<file path="config.mk">
export PLATFORM = sky130hd
export DESIGN_NAME = psll_div_cell
export DESIGN_NICKNAME = d
export VERILOG_FILES = /design/src/psll_div_cell.sv
export SDC_FILE = /design/constraint.sdc
export NUM_CORES = 1
export LEC_CHECK = 0
export ABC_AREA = 1
export CORE_MARGIN = 2
export CORE_UTILIZATION = 51
export CTS_CLUSTER_DIAMETER = 40
export DETAILED_ROUTE_END_ITERATION = 16
export DONT_BUFFER_PORTS = 1
export GPL_ROUTABILITY_DRIVEN = 0
export PLACE_DENSITY = 0.69
export SLEW_MARGIN = 10
export SYNTH_ARGS = -nofsm -noshare
export SYNTH_HDL_FRONTEND = slang
export SYNTH_SLANG_ARGS = --single-unit
</file>
<file path="constraint.sdc">
create_clock -name clk -period 1.82 [get_ports clk]
set_clock_uncertainty 0.1 [all_clocks]
set_input_delay 0.182 -clock clk [delete_from_list [all_inputs] [get_ports clk]]
set_output_delay 0.182 -clock clk [all_outputs]
set_load 0.02 [all_outputs]
</file>
<file path="src/psll_div_cell.sv">
// One restoring division step: shifts in a numerator bit, produces one quotient bit.
// Depends on nothing.
module psll_div_cell (
	input  logic        clk,
	input  logic        en,
	input  logic [31:0] rem_in,
	input  logic [47:0] nq_in,
	input  logic [30:0] d_in,
	output logic [31:0] rem_out,
	output logic [47:0] nq_out,
	output logic [30:0] d_out
);

	logic [32:0] sh;
	logic        ge;

	assign sh = {rem_in, nq_in[47]};
	assign ge = sh >= 33'(d_in);

	always_ff @(posedge clk) begin
		if (en) begin
			rem_out <= ge ? 32'(sh - 33'(d_in)) : sh[31:0];
			nq_out  <= {nq_in[46:0], ge};
			d_out   <= d_in;
		end
	end

endmodule

</file>
==> results_tabular.tex <==
\begin{tabular}{lr}
\hline
Metric & Value \\
\hline
\multicolumn{2}{l}{\textbf{Status}} \\
\quad Status & finished, violations left \\
\quad Failing checks & negative hold slack \\
\multicolumn{2}{l}{\textbf{Synth}} \\
\quad Leading post-synthesis cells by cell area & sky130\_fd\_sc\_hd\_\_edfxtp\_1, sky130\_fd\_sc\_hd\_\_nand2\_1, sky130\_fd\_sc\_hd\_\_inv\_1 \\
\quad Dominant cell type by area after synthesis & sky130\_fd\_sc\_hd\_\_edfxtp\_1 \\
\quad Count of state elements after synthesis & roughly 110 \\
\quad Post-synth EDFFs & 111 \\
\quad Synthesized instance count & 756 \\
\quad Top-area cell type share of the netlist area & 51.3\% \\
\quad Net count after synthesis & 901 \\
\quad Fraction of the yosys area taken by sequential cells & 51.3\% \\
\quad Cell types with the highest counts after synthesis & sky130\_fd\_sc\_hd\_\_nand2\_1, sky130\_fd\_sc\_hd\_\_inv\_1, sky130\_fd\_sc\_hd\_\_edfxtp\_1, sky130\_fd\_sc\_hd\_\_ha\_1, sky130\_fd\_sc\_hd\_\_nor2\_1 \\
\quad Synth Area in Adders & about 6.3\% \\
\quad Simple logic cell fraction of the synthesized area & about 29\% \\
\quad Share of the synthesized netlist area taken by xor and xnor gates & 1.89\% \\
\quad YS warnings & 0 \\
\quad Most common cell in the netlist & sky130\_fd\_sc\_hd\_\_nand2\_1 \\
\quad Per-instance average area after synthesis & 8.60 µm² \\
\quad Multiplexer area fraction after synthesis & 0\% \\
\quad Cell variety after synth & 28 \\
\quad Share of the synthesized area in compound gates (AO/OA/AOI/OAI) & 1.79\% \\
\quad Share of flip-flops with an asynchronous set or reset & 0\% \\
\quad Total standard cell area after synthesis & 6500 µm² \\
\quad Most used DFF post-synth & sky130\_fd\_sc\_hd\_\_edfxtp\_1 \\
\quad Main combinational cell family by area after synthesis & simple AND/OR/NAND/NOR gates \\
\multicolumn{2}{l}{\textbf{Pwr}} \\
\quad Total power per unit cell area & 809 nW/µm² \\
\quad Leakage dissipation & 4.27 nW \\
\quad Worst VDD drop & 0.592 mV \\
\quad Overall power after layout & 0.00706 W \\
\multicolumn{2}{l}{\textbf{Final layout}} \\
\quad N\_diodes & 0 \\
\quad Final Instance Count excl. Fillers & 1,130 \\
\quad Area of combinational cells with multiple inputs & 2560 µm² \\
\quad Layout overhead on the synthesized area & 34.2\% \\
\quad Fraction of final layout cells sized beyond drive strength 1 & between 10\% and 20\% \\
\quad Number of inserted filler cells in the final layout & 990 \\
\quad Sequential cell area & approximately 3300 µm² \\
\quad Final core utilization & 69.7\% \\
\quad Final nets & 1,098 \\
\multicolumn{2}{l}{\textbf{Drt}} \\
\quad Count of nets left with antenna violations after detail routing & 0 \\
\quad Remaining design rule violation count & 0 \\
\quad Total wire length & about 17,000 µm \\
\quad Routed WL per cell & approximately 15 µm \\
\quad Routed via count divided by cell count & 4.88 \\
\quad Via count & 5,520 \\
\quad Iteration-0 DRC Markers & 412 \\
\quad Number of detailed-routing iterations run before antenna repair & 5 \\
\multicolumn{2}{l}{\textbf{STA}} \\
\quad Sum of negative setup slack & 0 ps \\
\quad Portion of the clock cycle consumed by the worst path in the final layout & 95.1\% \\
\quad Clock period minus final worst setup slack & around 1700 ps \\
\quad Final setup violation count & 0 \\
\quad Slew at the pin closest to its max-slew limit & 296 ps \\
\quad Relative slew slack & approximately 80\% \\
\quad Fin. max-slew vios & 0 \\
\quad Number of failing hold endpoints at the final stage & 42 \\
\quad Min Hold Slack & -152 ps \\
\quad Maximum achievable frequency & 0.578 GHz \\
\multicolumn{2}{l}{\textbf{Setup path}} \\
\quad Crit-path cells & inv\_1 > ha\_1 > nand2\_2 > nor2\_2 > nand2\_2 > nor2\_2 > nand3\_1 > nand3\_2 > a21oi\_2 > buf\_4 > nand2\_1 > nand2\_1 \\
\quad Crit-path max FO & 15 \\
\quad Sum of buffers and inverters on the critical path & 2 \\
\quad Dominant delay contributor by cell family on the critical path & simple AND/OR/NAND/NOR gates \\
\quad Sort of element at the end of the critical path & flop \\
\quad Kind of start point of the critical path & input pin \\
\quad Cell at the slowest stage of the critical path & sky130\_fd\_sc\_hd\_\_ha\_1 \\
\quad Endpoint required time on the critical path & around 1800 ps \\
\quad Peak per-stage delay on the critical path & between 300 and 400 ps \\
\quad CP startpoint & d\_in[23] \\
\quad Crit path DAT & 1730 ps \\
\quad Category of the critical setup timing path & input pin to flop \\
\multicolumn{2}{l}{\textbf{Floorplan}} \\
\quad Num rows & 41 \\
\quad Area enclosed by the die boundary & 13,700 µm² \\
\quad Initial Utilization & 52.0\% \\
\quad Area of the placeable core & between 10,000 and 15,000 µm² \\
\quad Die boundary width & 117 µm \\
\quad Die span in y & 117 µm \\
\quad Boundary Pins & $\sim$220 \\
\multicolumn{2}{l}{\textbf{Clocking}} \\
\quad Cell chosen for the clock root & sky130\_fd\_sc\_hd\_\_clkbuf\_16 \\
\quad Largest buffer count on any clock path & 2 \\
\quad CTS H-tree depth & 3 \\
\quad Total of hold buffers inserted after clock tree synthesis & 108 \\
\quad TritonCTS buffer count & 9 \\
\quad Clock transition at the registers of the reported paths & 70 ps \\
\quad Number of sinks on the clock net & around 110 \\
\quad TritonCTS clock tree & yes \\
\multicolumn{2}{l}{\textbf{Global route}} \\
\quad Global-route usage over all layers & 25.2\% \\
\quad Initial antenna violation count & 0 \\
\quad Number of global-route vias before repair & 5,431 \\
\quad Wire length of the first global-routing pass & approximately 26,000 µm \\
\quad Maximum number of pins on one net before global-route repair & 112 \\
\quad Remaining global-route overflow & 0 \\
\multicolumn{2}{l}{\textbf{Placed design}} \\
\quad HPWL reported at the end of detailed placement & 12,000 µm \\
\quad Port Buf Inserts & 0 \\
\quad Placed Cells incl. Taps & roughly 1,000 \\
\multicolumn{2}{l}{\textbf{Min path}} \\
\quad Min-Delay Startpoint & en \\
\quad Worst hold path stage count & 0 \\
\quad Hold EP & d\_out[27] \\
\quad Hold Path Class & input pin to flop \\
\multicolumn{2}{l}{\textbf{Job}} \\
\quad Max-cap violations & 0 \\
\hline
\end{tabular}
==> cell type report <==
cell class,instances,area share (%)
sequential,111,38.2
inverter,156,6.71
clock inverter,6,0.774
tap,172,2.47
clock buffer,10,2.62
timing repair buffer,192,19.9
multi-input combinational,483,29.4
==> where the power goes <==
part / switching, W / internal, W
logic: 0.000773 / 0.000718
clock network: 0.000911 / 0.00108
registers: 0.000430 / 0.00315
total: 0.00211 / 0.00494
==> sequential cells by signal, summed over array words and instances, names as in the netlist <==
name     count
rem_out     32
d_out       31
nq_out      48
==> routing by layer <==
layer / global-route usage, % / wire length [µm]
met1: 29.7 / 7010
met3: 6.23 / 1280
met4: 7.45 / 338
met5: 0 / 0
met2: 45.4 / 8690
==> cells in the final DEF (no fill, tap or decap), types with 2 or more instances in the layout <==
| master | instances |
|---|---|
| sky130_fd_sc_hd__edfxtp_1 | 111 |
| sky130_fd_sc_hd__nand2_1 | 288 |
| sky130_fd_sc_hd__and2_1 | 6 |
| sky130_fd_sc_hd__nor3_1 | 10 |
| sky130_fd_sc_hd__ha_1 | 27 |
| sky130_fd_sc_hd__nor2_4 | 2 |
| sky130_fd_sc_hd__a21oi_1 | 18 |
| sky130_fd_sc_hd__nor2_2 | 12 |
| sky130_fd_sc_hd__inv_1 | 151 |
| sky130_fd_sc_hd__dlygate4sd3_1 | 108 |
| sky130_fd_sc_hd__nand2_4 | 2 |
| sky130_fd_sc_hd__o21ai_0 | 2 |
| sky130_fd_sc_hd__inv_2 | 5 |
| sky130_fd_sc_hd__nand3_2 | 17 |
| sky130_fd_sc_hd__nand4_1 | 2 |
| sky130_fd_sc_hd__nand3b_1 | 10 |
| sky130_fd_sc_hd__nand3_1 | 21 |
| sky130_fd_sc_hd__ha_2 | 3 |
| sky130_fd_sc_hd__nand2_2 | 21 |
| sky130_fd_sc_hd__clkbuf_16 | 9 |
| sky130_fd_sc_hd__buf_4 | 82 |
| sky130_fd_sc_hd__buf_12 | 2 |
| sky130_fd_sc_hd__nor2_1 | 22 |
| sky130_fd_sc_hd__xor2_1 | 13 |
==> worst max path at each step <==
stage,end,cells past startpoint
final,rem_out[23],12
after global routing,rem_out[31],13
after CTS,rem_out[30],13
after detailed placement,rem_out[30],13
after floorplan,rem_out[16],13
after global placement,rem_out[30],13
==> metrics by stage <==
stage               instance area, µm²  setup WS [ps]
CTS                               8700           85.8
global placement                  7320           -221
detailed placement                7320           -254
floorplan                         6520         -0.156
finish                            8730           88.7
global route                      8730          -5.43
==> repair_timing <==
action	in CTS	in global routing
setup endpoints to repair	0	13
endpoints found under the hold margin	219	111
buffers inserted	0	0
resized for setup	0	10
==> cells by family after synthesis <==
group                      count (synthesis)
buffers and inverters                    162
xor gates and xnor gates                  14
DFF                                      111
AOI/OAI and AO/OA                         22
and+or+nand+nor                          415
adders and majority gates                 32
Note: power is estimated with default switching activity, not from simulation.
