**config.mk**
```make
export PLATFORM = sky130hd
export DESIGN_NAME = psll_reduce
export DESIGN_NICKNAME = d
export VERILOG_FILES = /design/src/psll_pkg.sv /design/src/psll_reduce.sv
export SDC_FILE = /design/constraint.sdc
export NUM_CORES = 1
export LEC_CHECK = 0
export BUFFER_PORTS_ARGS = -buffer_cell sky130_fd_sc_hd__buf_2
export CELL_PAD_IN_SITES_DETAIL_PLACEMENT = 2
export CELL_PAD_IN_SITES_GLOBAL_PLACEMENT = 2
export CORE_MARGIN = 2
export CORE_UTILIZATION = 45
export CTS_CLUSTER_SIZE = 10
export DETAILED_ROUTE_END_ITERATION = 16
export PLACE_DENSITY_LB_ADDON = 0.12
export SLEW_MARGIN = 25
export SYNTH_ARGS = -nofsm -noshare
export SYNTH_HDL_FRONTEND = slang
export SYNTH_SLANG_ARGS = --single-unit
```
**constraint.sdc**
```tcl
create_clock -name clk -period 7.8 [get_ports clk]
set_input_delay 2.34 -clock clk [delete_from_list [all_inputs] [get_ports clk]]
set_output_delay 2.34 -clock clk [all_outputs]
set_load 0.005 [all_outputs]
```
**src/psll_pkg.sv**
```systemverilog
// Shared constants and types for the polar stereographic lat/long to x/y core.
// Used by the top level, psll_reduce, psll_horner_cell, psll_trig and psll_axis; depends on nothing.
package psll_pkg;

	localparam int unsigned SIN_TERMS = 5;
	localparam int unsigned COS_TERMS = 6;
	localparam int unsigned CELL_LAT  = 3;
	localparam int unsigned SIN_DIV [SIN_TERMS] = '{110, 72, 42, 20, 6};
	localparam int unsigned COS_DIV [COS_TERMS] = '{132, 90, 56, 30, 12, 2};

	localparam int unsigned TRIG_LAT   = 1 + CELL_LAT * COS_TERMS;
	localparam int unsigned REDUCE_LAT = 6;
	localparam int unsigned DIV_STEPS  = 48;
	localparam int unsigned AXIS_LAT   = 7;

	localparam int unsigned TRIG_W = 31;
	localparam int unsigned X_W    = 30;
	localparam int unsigned REM_W  = 32;
	localparam int unsigned NQ_W   = 48;

	localparam logic [30:0] Q30_ONE     = 31'h4000_0000;
	localparam logic [26:0] DEG2RAD_Q32 = 27'd74961321;
	localparam logic [31:0] RECIP_90    = 32'd47721858;
	localparam logic [47:0] R_LIMIT     = 48'h8000_0000_0000;

	localparam int unsigned CFG_ADDR_W = 5;
	localparam logic [2:0] REG_RADIAL_GAIN = 3'd0;
	localparam logic [2:0] REG_X_OFFSET    = 3'd1;
	localparam logic [2:0] REG_Y_OFFSET    = 3'd2;
	localparam logic [2:0] REG_X_INV_SIZE  = 3'd3;
	localparam logic [2:0] REG_Y_INV_SIZE  = 3'd4;

	localparam logic [31:0] RST_RADIAL_GAIN = 32'd48886579;
	localparam logic [15:0] RST_X_OFFSET    = 16'd6000;
	localparam logic [15:0] RST_Y_OFFSET    = 16'd5000;
	localparam logic [31:0] RST_X_INV_SIZE  = 32'd5726623;
	localparam logic [31:0] RST_Y_INV_SIZE  = 32'd6871948;

	typedef struct packed {
		logic [15:0] off;
		logic [31:0] inv;
	} axis_cfg_t;

	typedef struct packed {
		logic valid;
		logic lon_neg;
	} sb_reduce_t;

	typedef struct packed {
		logic       valid;
		logic       lon_neg;
		logic [1:0] lat_q;
		logic       lat_fold;
		logic [1:0] lon_q;
		logic       lon_fold;
	} sb_trig_t;

	typedef struct packed {
		logic        valid;
		logic        ovf;
		logic [30:0] ls;
		logic        lsn;
		logic [30:0] lc;
		logic        lcn;
	} sb_div_t;

	typedef struct packed {
		logic valid;
		logic sat;
	} sb_axis_t;

endpackage

```
**src/psll_reduce.sv**
```systemverilog
// Angle reduction: splits a nonnegative angle into quadrant, fold and radians Q0.30.
// Depends on psll_pkg.
module psll_reduce #(
	parameter int ANGLE_FRAC_BITS = 16
) (
	input  logic        clk,
	input  logic        en,
	input  logic [31:0] a,
	output logic [29:0] x,
	output logic [1:0]  q,
	output logic        fold
);

	localparam logic [31:0] QUARTER = 32'd90 << ANGLE_FRAC_BITS;
	localparam logic [31:0] EIGHTH  = 32'd45 << ANGLE_FRAC_BITS;

	logic [63:0] est_s1;
	logic [31:0] a_s1, a_s2, pq_s2, r_s3, r_s4;
	logic [1:0]  q_s2, q_s3, q_s4, q_s5, q_s6;
	logic [29:0] xdeg_s5, x_s6;
	logic        fold_s5, fold_s6;
	logic [31:0] qe;
	logic [63:0] rad;

	// Whole degrees times 2^32/90 give the quadrant count, at most one short.
	assign qe  = est_s1[63:32];
	assign rad = 64'(xdeg_s5) * 64'(psll_pkg::DEG2RAD_Q32);

	always_ff @(posedge clk) begin
		if (en) begin
			est_s1  <= 64'(a >> ANGLE_FRAC_BITS) * 64'(psll_pkg::RECIP_90);
			a_s1    <= a;
			pq_s2   <= qe * QUARTER;
			q_s2    <= qe[1:0];
			a_s2    <= a_s1;
			r_s3    <= a_s2 - pq_s2;
			q_s3    <= q_s2;
			if (r_s3 >= QUARTER) begin
				r_s4 <= r_s3 - QUARTER;
				q_s4 <= q_s3 + 2'd1;
			end else begin
				r_s4 <= r_s3;
				q_s4 <= q_s3;
			end
			fold_s5 <= r_s4 > EIGHTH;
			xdeg_s5 <= (r_s4 > EIGHTH) ? 30'(QUARTER - r_s4) : 30'(r_s4);
			q_s5    <= q_s4;
			x_s6    <= 30'(rad >> (ANGLE_FRAC_BITS + 2));
			fold_s6 <= fold_s5;
			q_s6    <= q_s5;
		end
	end

	assign x    = x_s6;
	assign q    = q_s6;
	assign fold = fold_s6;

endmodule

```
==> results.ini <==
[floorplan]
io_pins = 67
placement_rows = 88
die_x_um = 244.3
core_mm2 = 0.05737
dieArea_mm2 = 0.05969
die_y_um = 244.3
floorplan.initialDensity = 0.4530

[global_route]
grt_pass1_vias = 19850
grt_max_degree = 104
gr-usage-all-layers = 0.2687
grt_pass1_wl_mm = 118.5
antenna_found_initial = 3
grt_overflow_total = 0

[setup_path]
cp_max_fo = 6
crit_type = reg -> reg
reg2reg_from = xdeg_s5[7]
endpoint_kind = register
ff2ff_setup_slack_ns = 0.21
startpoint = xdeg_s5[7]
required_ns = 8.10
r2r-end = x[17]
worstPathArrival_ns = 7.89
worst_setup_path_start_kind = register
r2r_cells = 22

[synthesis]
synth_cell_type_count = 59
synth_edf_count = 223
postSynthCellCount = 2224
synth.avg_cell_area_um2 = 11.69
yosys.area.top_type = fa_1
syn_nets = 3096
synthTopCellsByArea = fa_1 (33%), edfxtp_1 (26%), ha_1 (20%)
synth_area_mm2 = 0.02599
ys_warn_count = 0
ys_seq_area_frac = 0.2577
yosysTopAreaCellShare = 0.3274
yosys_register_bits = 223
async_reset_ff_frac = 0
ys.flop_type = edfxtp_1

[timing]
whs_ns = 0.4185
setup_violations = 0
rsz0062_at_grt = yes
worst_pin_slew_ns = 0.9145
fin_skew_ns = 0.008955
drv_slew = 0
slew_headroom = 0.3903
clock.fmax_mhz = 131.8
min_period_ns = 7.589
hold_viol_final = 0
timing.final.crit_share = 0.9729

[layout]
n_antenna_cell = 0
layout_commonest_cell = inv_1
final_cell_mix = inv_1 (664), fa_1 (425), ha_1 (413)
nets = 3243
final_area_mm2 = 0.02845
syn_to_final_growth_pct = 9.460
drive_gt1_frac = 0.07176

[cts]
clk_latency_ns = 0.56
cts_buffers = 29
ctsHoldBuffers = 0
clk_pin_slew_ns = 0.06
cts_max_path_buffers = 3
cts_tree = built
cts-root-buf = clkbuf_16
htreeDepth = 1
clock_sinks = 223

[routing]
routed_via_density = 5.111
drt-initial-drc-count = 550
num_vias = 16090
drt_wl_total_mm = 76.56
wl_per_cell_um = 24.32
drc = 0
drt_pass1_iterations = 4
ant_nets = 0

[place]
dp_hpwl_mm = 67.49
io_buffers = 66
placed_area_mm2 = 0.02765
gp_congestion = 0.9051

[min_path]
min_to = a_s2[9]
hp-class = reg -> reg
min_path_cells = 0
worstHoldStart = a_s1[9]

[run]
cap_viol_max_count = 0

[outcome]
status = finished, final reports clean

Yosys cell counts (4+ instances only):
cell,n
xnor2_1,67
o211ai_1,6
a21oi_1,48
ha_1,413
inv_1,664
a21boi_0,7
a211oi_1,6
a31oi_1,10
o21bai_1,7
a21o_1,19
nor4_1,4
nor3_1,27
nor2_1,65
edfxtp_1,223
nand4_1,11
nand2_1,53
nor2b_1,10
nand2b_1,4
or3_1,5
xor2_1,38
o21a_1,8
nand3_1,12
o31ai_1,5
fa_1,425
and2_1,6
o21ai_0,38
layout make-up:
| cell class | count | area (µm²) |
|---|---|---|
| tap | 765 | 957.2 |
| fill | 5756 | 28920 |
| timing repair buffer | 120 | 745.7 |
| sequential | 223 | 6696 |
| multi-input combinational | 1332 | 16760 |
| clock buffer | 31 | 733.2 |
| inverter | 665 | 2499 |
| clock inverter | 12 | 58.81 |
critical path, cell delays in order, from the launching register on:
cell and delay, ns:
edfxtp_1 0.44, inv_1 0.23, fa_1 0.49, fa_1 0.57, inv_1 0.06, fa_1 0.52, inv_1 0.06, fa_1 0.50
inv_1 0.07, fa_1 0.53, fa_1 0.58, inv_1 0.06, fa_1 0.54, inv_1 0.04, ha_1 0.39, a21oi_1 0.33
o211ai_1 0.22, nor2_1 0.17, o21ai_0 0.32, a311oi_1 0.55, nor2_1 0.20, o41ai_1 0.34, xnor2_1 0.11
how the worst max path moves through the flow:
stage,end,cells past startpoint
floorplan,est_s1[36],18
global placement,est_s1[41],21
detailed placement,est_s1[41],21
CTS,x[17],22
global route,x[17],22
finish,x[17],22
state kept, by name (all words and copies together), names as in the netlist:
signal and cells:
a_s1 32, a_s2 32, r_s3 32, r_s4 32
x 30, xdeg_s5 30, pq_s2 14, est_s1 10
q 2, q_s3 2, q_s4 2, q_s5 2
fold 1, fold_s5 1, q_s2 1
through the flow:
| step | utilization | TNS [ns] | setup WS (ns) | std cells |
|---|---|---|---|---|
| 6_report | 0.4959 | 0 | 0.2112 | 3148 |
| 5_1_grt | 0.4959 | -0.07419 | -0.03793 | 3148 |
| 4_1_cts | 0.4958 | 0 | 0.1951 | 3147 |
| 3_5_place_dp | 0.4820 | -1.030 | -0.3039 | 3104 |
| 3_3_place_gp | 0.4820 | -0.1887 | -0.1577 | 3104 |
| 2_1_floorplan | - | 0 | 0.8043 | 2224 |
per-layer routing:
metal,share of wire,vias up,global-route usage
met2,0.56,187,0.5303
met5,0,-,0
met1,0.39,8533,0.3130
met4,0.014,0,0.04537
met3,0.030,60,0.03062
li1,-,7309,-
logic make-up (layout without fill, tap and decap cells):
group	after synthesis	in the layout	synth area share
xor+xnor	105	105	0.03539
compound gates	176	176	0.04376
buf+inv	669	828	0.09754
flops	223	223	0.2577
simple gates	212	212	0.03900
fa+ha+maj	838	838	0.5262
mux	1	1	0.0004333
what timing repair did:
| action | 4_1_cts | 5_1_grt |
|---|---|---|
| endpoints found under the setup margin | 0 | 5 |
| setup buffers | 0 | 1 |
| endpoints found under the hold margin | 0 | 0 |
| resized for setup | 0 | 1 |
Power is not shown: default switching activity piles up to over one toggle a cycle in this logic, so the estimate is an artifact.
